==> src/hw/rtl/crs_pkg.sv <==
`default_nettype none

package crs_pkg;

  localparam int CLK_W       = 32;
  localparam int RATE_W      = 20;
  localparam int RATIO_N_W   = 24;
  localparam int RATIO_M_W   = 9;
  localparam int OUT_TDATA_W = 40;
  localparam int APB_ADDR_W  = 3;
  localparam int APB_DATA_W  = 32;

  // Register index is paddr[2] (one 32-bit register per word)
  localparam logic REG_AUDIO_RATE = 1'b0;

  localparam logic [RATE_W-1:0] RATE_RESET = RATE_W'(48000);

endpackage

`default_nettype wire

==> src/hw/rtl/clock_ratio_search_core.sv <==
`default_nettype none

// Search: with the rate register nonzero, the core tries each denominator from 1 up to
//   MAX_M and stops early on an exact hit; with a zero rate no search runs. Every trial
//   uses the shared restoring divider (DW = 33 + clog2(MAX_M+1) bits, 42 at MAX_M = 256),
//   one quotient bit a cycle.
// Throughput: one item at a time; s_tready is high only while idle, so the next
//   beat is taken at the earliest in the cycle after the result is registered.
// Reset (rst, synchronous): sequencer idle, no result pending, rate register 48000.
module clock_ratio_search_core #(
  parameter int MAX_M  = 256,
  parameter int N_BITS = 24
) (
  input  wire                                clk,
  input  wire                                rst,
  // input stream
  input  wire                                s_tvalid,
  output logic                               s_tready,
  input  wire  [crs_pkg::CLK_W-1:0]          s_tdata,   // [31:0] src_hz
  // result stream
  output logic                               m_tvalid,
  input  wire                                m_tready,
  output logic [crs_pkg::OUT_TDATA_W-1:0]    m_tdata,   // [23:0] ratio_n, [32:24] ratio_m
  output logic [0:0]                         m_tuser,   // [0] found
  // configuration
  input  wire                                psel,
  input  wire                                penable,
  input  wire                                pwrite,
  input  wire  [crs_pkg::APB_ADDR_W-1:0]     paddr,
  input  wire  [crs_pkg::APB_DATA_W-1:0]     pwdata,
  output logic [crs_pkg::APB_DATA_W-1:0]     prdata,
  output logic                               pready
);
  import crs_pkg::*;

  localparam int MW = $clog2(MAX_M + 1);   // denominator counter width
  localparam int DW = CLK_W + MW + 1;      // clock*M + rate/2
  localparam int PW = RATE_W + MW;         // cross-product width

  typedef enum logic [2:0] {
    S_IDLE, S_START, S_DIV, S_MUL, S_CMP, S_STEP, S_DONE
  } state_t;

  state_t state;

  logic [RATE_W-1:0] rate;
  logic [CLK_W-1:0]  clk_val;
  logic [DW-1:0]     prod;      // clock * m
  logic [MW-1:0]     m;

  logic [RATE_W-1:0] err_c;
  logic [N_BITS-1:0] n_c;
  logic [RATE_W-1:0] best_err;
  logic [N_BITS-1:0] best_n;
  logic [MW-1:0]     best_m;
  logic [PW-1:0]     p_cand;
  logic [PW-1:0]     p_best;

  logic              div_start;
  logic              div_done;
  logic [DW-1:0]     div_quot;
  logic [RATE_W-1:0] div_rem;
  logic [RATE_W-1:0] half;
  logic              n_ok;
  logic [RATE_W-1:0] err_now;
  logic [31:0]       n_ext;
  logic [15:0]       m_ext;

  // Configuration: one register, written on the access phase
  assign pready = 1'b1;
  assign prdata = (paddr[2] == REG_AUDIO_RATE) ? APB_DATA_W'(rate) : '0;

  always_ff @(posedge clk) begin
    if (rst) begin
      rate <= RATE_RESET;
    end else if (psel && penable && pwrite && pready && paddr[2] == REG_AUDIO_RATE) begin
      rate <= pwdata[RATE_W-1:0];
    end
  end

  assign half      = rate >> 1;
  assign div_start = (state == S_START);

  crs_div #(.DW(DW)) u_div (
    .clk      (clk),
    .rst      (rst),
    .start    (div_start),
    .dividend (prod + DW'(half)),
    .divisor  (rate),
    .done     (div_done),
    .quot     (div_quot),
    .rem      (div_rem)
  );

  // n*rate = prod + half - rem, so the error is |half - rem|
  assign err_now = (half > div_rem) ? (half - div_rem) : (div_rem - half);
  assign n_ok    = (div_quot != '0) && ((div_quot >> N_BITS) == '0);

  assign s_tready = (state == S_IDLE);
  assign n_ext    = 32'(best_n);
  assign m_ext    = 16'(best_m);

  always_ff @(posedge clk) begin
    if (rst) begin
      state    <= S_IDLE;
      m_tvalid <= 1'b0;
      best_m   <= '0;
    end else begin
      // drop a taken beat; S_DONE reloads the register on its own
      if (m_tvalid && m_tready && state != S_DONE) begin
        m_tvalid <= 1'b0;
      end
      case (state)
        S_IDLE: begin
          if (s_tvalid) begin
            clk_val <= s_tdata;
            prod    <= DW'(s_tdata);
            m       <= MW'(1);
            best_m  <= '0;
            best_n  <= '0;
            best_err <= '0;
            // zero divisor: no search, empty result
            state   <= (rate == '0) ? S_DONE : S_START;
          end
        end
        S_START: begin
          state <= S_DIV;
        end
        S_DIV: begin
          if (div_done) begin
            err_c <= err_now;
            n_c   <= div_quot[N_BITS-1:0];
            state <= n_ok ? S_MUL : S_STEP;
          end
        end
        S_MUL: begin
          // score err/m against best_err/best_m by cross-multiplying
          p_cand <= PW'(err_c) * PW'(best_m);
          p_best <= PW'(best_err) * PW'(m);
          state  <= S_CMP;
        end
        S_CMP: begin
          if (best_m == '0 || p_cand < p_best) begin
            best_err <= err_c;
            best_n   <= n_c;
            best_m   <= m;
            state    <= (err_c == '0) ? S_DONE : S_STEP;
          end else begin
            state <= S_STEP;
          end
        end
        S_STEP: begin
          if (m == MW'(MAX_M)) begin
            state <= S_DONE;
          end else begin
            m     <= m + 1'b1;
            prod  <= prod + DW'(clk_val);
            state <= S_START;
          end
        end
        S_DONE: begin
          // hold until the output register is free
          if (!m_tvalid || m_tready) begin
            m_tvalid   <= 1'b1;
            m_tuser[0] <= (best_m != '0);
            m_tdata    <= {{(OUT_TDATA_W - RATIO_N_W - RATIO_M_W){1'b0}},
                           m_ext[RATIO_M_W-1:0], n_ext[RATIO_N_W-1:0]};
            state      <= S_IDLE;
          end
        end
        default: begin
          state <= S_IDLE;
        end
      endcase
    end
  end

endmodule

`default_nettype wire

==> src/hw/rtl/crs_div.sv <==
`default_nettype none

// Restoring divider, one quotient bit per cycle.
module crs_div #(
  parameter int DW = 42
) (
  input  wire                         clk,
  input  wire                         rst,
  input  wire                         start,
  input  wire  [DW-1:0]               dividend,
  input  wire  [crs_pkg::RATE_W-1:0]  divisor,
  output logic                        done,
  output logic [DW-1:0]               quot,
  output logic [crs_pkg::RATE_W-1:0]  rem
);
  import crs_pkg::*;

  localparam int CW = $clog2(DW + 1);

  logic [CW-1:0]   cnt;
  logic            busy;
  logic [RATE_W:0] shifted;
  logic            fits;

  assign shifted = {rem, quot[DW-1]};
  assign fits    = shifted >= {1'b0, divisor};

  always_ff @(posedge clk) begin
    if (rst) begin
      busy <= 1'b0;
      done <= 1'b0;
      cnt  <= '0;
    end else begin
      done <= 1'b0;
      if (start) begin
        busy <= 1'b1;
        cnt  <= CW'(DW);
        rem  <= '0;
        quot <= dividend;
      end else if (busy) begin
        rem  <= fits ? RATE_W'(shifted - {1'b0, divisor}) : shifted[RATE_W-1:0];
        quot <= {quot[DW-2:0], fits};
        cnt  <= cnt - 1'b1;
        if (cnt == CW'(1)) begin
          busy <= 1'b0;
          done <= 1'b1;
        end
      end
    end
  end

endmodule

`default_nettype wire

==> config.mk <==
export PLATFORM = sky130hd
export DESIGN_NAME = clock_ratio_search_core
export DESIGN_NICKNAME = d
export VERILOG_FILES = /design/src/hw/rtl/crs_pkg.sv /design/src/hw/rtl/clock_ratio_search_core.sv /design/src/hw/rtl/crs_div.sv
export SDC_FILE = /design/constraint.sdc
export NUM_CORES = 2
export LEC_CHECK = 0
export BUFFER_PORTS_ARGS = -buffer_cell sky130_fd_sc_hd__buf_2
export CAP_MARGIN = 20
export CORE_ASPECT_RATIO = 0.75
export CORE_MARGIN = 5
export CORE_UTILIZATION = 35
export DETAILED_ROUTE_END_ITERATION = 10
export HOLD_SLACK_MARGIN = 0.1
export PLACE_DENSITY_LB_ADDON = 0.12
export RECOVER_POWER = 25
export SETUP_SLACK_MARGIN = 0.15
export SLEW_MARGIN = 20
export SYNTH_ARGS = -nofsm -noshare
export SYNTH_HDL_FRONTEND = slang
export SYNTH_SLANG_ARGS = --single-unit
==> constraint.sdc <==
create_clock -name clk -period 6.1 [get_ports clk]
set_clock_uncertainty 0.1 [all_clocks]
set_input_delay 0.61 -clock clk [delete_from_list [all_inputs] [get_ports clk]]
set_output_delay 0.61 -clock clk [all_outputs]
set_load 0.02 [all_outputs]
==> results.cfg <==
[run_status]
status = finished, violations left
violations = capacitance limit, slew limit

[placed_design]
port_buffers = 115
place_hpwl_um = 68840
place.gp.congestion = 0.9480
dp_cells = 4394

[power_and_ir_drop]
p_per_area_nw_per_um2 = 250.2
ir_drop_v = 0.0002247
total_leakage_power_nw = 15.47

[floorplan]
start_util_pct = 35.36
core_area_um2 = 87970
die_width_um = 354.2
rows = 94
io_pins = 150
die-area_um2 = 95000
fp.dieH_um = 268.2

[hold_path]
whs_endpoint = rate[12]$_SDFFE_PP1P_
min_from = pwdata[12]
worstHoldPathType = primary input to flip-flop
min_delay_path_depth = 2

[global_routing]
antenna_found_initial = 2
grt_max_degree = 81
grt_pass1_vias = 23353
grt.overflow.total = 0
grt_pass1_wl_um = 137900
grt_util_all_layers_pct = 18.52

[detailed_routing]
drtPass1Iterations = 6
avgViaCountPerCell = 5.093
ant_nets = 0
finalWirelength_um = 87500
wl_per_cell_um = 19.32
drc = 0
drt-initial-drc-count = 1688
vias = 23073

[critical_path]
r2r-end = p_cand[25]$_DFFE_PP_
startpoint_type = flip-flop
path_common_cell = fa_1
r2r-start = best_m[7]$_SDFFE_PP0P_
r2r_slack_ps = 340
worst-r2r-cell-count = 17
cp_cell_sequence = buf_4 > and2_1 > fa_1 > fa_1 > fa_1 > inv_1 > fa_1 > inv_1 > ha_1 > o21a_1 > o211ai_1 > a31oi_1 > a31o_2 > a41oi_1 > o21ai_0 > o41ai_1 > xnor2_1
required_ps = 6320
cpPeakStageDelay_ps = 550
slowest_stage = dfxtp_1
crit_arrival_ps = 5970
critical_path.endpoint_type = flip-flop
path_max_fanout = 9
criticalPathCategory = flip-flop to flip-flop

[sta]
worstMarginPinSlew_ps = 1978
final-hold-violation-count = 0
fmax_ghz = 0.1737
slew_viol_final = 54
relSlewSlack_pct = -31.89
fin_crit_ps = 5757
setup_violations = 0
finalCritPeriodShare_pct = 94.37
finalSetupTns_ps = 0
rsz0062_at_grt = false

[run]
cap_violations = 2

[cts]
tritoncts = yes
clk_latency_ps = 620
clkTransAtPathRegs_ps = 60
cts-root-buf = clkbuf_16
htreeDepth = 2
clk_path_buf_depth = 3
cts_sinks = 366
cts_buffers = 43

[synth]
synthCells = 3195
ys.flop_type = edfxtp_1
syn_area_um2 = 31100
avgSynthCellArea_um2 = 9.735
synth-async-reset-ratio_pct = 0
synth_seq_cells = 366
yosysSeqAreaShare_pct = 34.01
synth-edff-count = 325
synth_cell_types = 82
yosysWarnings = 0

[finish]
layout_commonest_cell = inv_1
final_cell_mix = inv_1, nand2_1, edfxtp_1
syn_to_final_growth_pct = 12.43
nNetsFinal = 3897
fillers = 8879
utilization_pct = 39.75
n_antenna_cell = 0
stdcell_count = 4530
drive_gt1_share_pct = 7.342
multi_input_area_um2 = 18300
seqCellArea_um2 = 10580
## sequential cells by signal (all words and copies together) (netlist names)
register    cells
m               9
u_div.busy      1
prod           42
clk_val        32
m_tvalid        1
p_best         29
rate           20
u_div.cnt       6
m_tdata        33
u_div.done      1
p_cand         29
best_m          9
n_c            24
state           3
m_tuser         1
u_div.quot     42
best_n         24
best_err       20
u_div.rem      20
err_c          20
## critical path: cells and delay by family, from the launching register on
kind | cells | cell delay [ps]
AO/OA/AOI/OAI | 7 | 1750
XOR/XNOR | 1 | 130
flip-flops | 1 | 550
adder cells (fa/ha/maj) | 5 | 2410
AND/OR/NAND/NOR | 1 | 160
buffers and inverters | 3 | 360
## worst max-delay path by stage
stage / from / end / slack, ps / depth (start not counted)
floorplan: m[3]$_SDFFCE_PP0P_ / p_best[27]$_DFFE_PP_ / 690 / 20
global placement: m[2]$_SDFFCE_PP0P_ / p_best[27]$_DFFE_PP_ / 240 / 18
detailed placement: m[2]$_SDFFCE_PP0P_ / p_best[27]$_DFFE_PP_ / 240 / 18
CTS: best_m[7]$_SDFFE_PP0P_ / p_cand[28]$_DFFE_PP_ / 180 / 16
global route: best_m[7]$_SDFFE_PP0P_ / p_cand[27]$_DFFE_PP_ / 110 / 18
finish: best_m[7]$_SDFFE_PP0P_ / p_cand[25]$_DFFE_PP_ / 340 / 17
## synthesized netlist by cell type, types with 18 or more instances
cell type | instances | area share, %
inv_1 | 434 | 5.2
nor4_1 | 32 | 0.64
o21bai_1 | 26 | 0.63
xnor2_1 | 102 | 2.9
ha_1 | 221 | 8.9
and2_1 | 231 | 4.6
fa_1 | 259 | 17
nand3_1 | 35 | 0.56
nand2_1 | 387 | 4.7
edfxtp_1 | 325 | 31
a31oi_1 | 18 | 0.36
nand2b_1 | 21 | 0.42
a21o_1 | 82 | 2.0
nor3_1 | 32 | 0.51
clkbuf_1 | 111 | 1.3
a21oi_1 | 151 | 2.4
dfxtp_1 | 41 | 2.6
xor2_1 | 60 | 1.7
a211oi_1 | 24 | 0.58
o21ai_0 | 156 | 2.5
nor2_1 | 150 | 1.8
nor2b_1 | 21 | 0.42
nand4_1 | 20 | 0.40
mux2i_1 | 32 | 1.0
buf_4 | 25 | 0.60
## per-layer routing
layer	global-route usage (%)	wire length [um]
met5	0	20
met1	27.97	44370
met3	5.266	6698
met2	26.77	35330
met4	3.101	1082
## metrics by stage
| step | hold WS [ps] | setup WS [ps] | area [um^2] | total power [mW] |
|---|---|---|---|---|
| floorplan | 300.3 | 688.3 | 31180 | 5.286 |
| global placement | 306.6 | 235.1 | 33110 | 6.070 |
| detailed placement | 304.5 | 242.8 | 33110 | 6.092 |
| CTS | 100.3 | 182.2 | 34880 | 8.821 |
| global route | 106.3 | 107.3 | 34970 | 9.365 |
| finish | 136.4 | 343.3 | 34970 | 8.750 |
## what timing repair did
| action | in CTS | in global routing |
|---|---|---|
| hold endpoints to repair | 34 | 0 |
| buffers inserted | 0 | 22 |
| resized for setup | 0 | 10 |
| setup endpoints to repair | 0 | 8 |
| hold buffers | 34 | 0 |
## power by group
part	switching [mW]	internal (mW)	total (mW)	leakage [nW]
Sequential	0.103	2.99	3.09	3.35
Clock	1.15	1.51	2.66	0.704
Combinational	1.78	1.23	3.01	11.4
Total	3.03	5.72	8.75	15.5
## layout make-up
| class | count | area share [%] |
|---|---|---|
| Timing Repair Buffer | 248 | 4.562 |
| Clock buffer | 59 | 3.485 |
| Inverter | 434 | 4.658 |
| Clock inverter | 21 | 0.6047 |
| Sequential cell | 366 | 30.25 |
| Multi-Input combinational cell | 2250 | 52.31 |
| Tap cell | 1152 | 4.122 |
## cells by family (layout without fill, tap and decap cells)
group                    after synthesis  count (layout)  share of synthesized area, %
multiplexers                          36              36                         1.187
adder cells (fa/ha/maj)              480             480                         25.56
AND/OR/NAND/NOR                      994             994                         15.73
other                                  2              20                       0.02414
buffers and inverters                597             762                         7.647
AO/OA/AOI/OAI                        558             558                         11.28
flip-flops                           366             366                         34.01
XOR/XNOR                             162             162                         4.562
(Power assumes the default switching activity.)
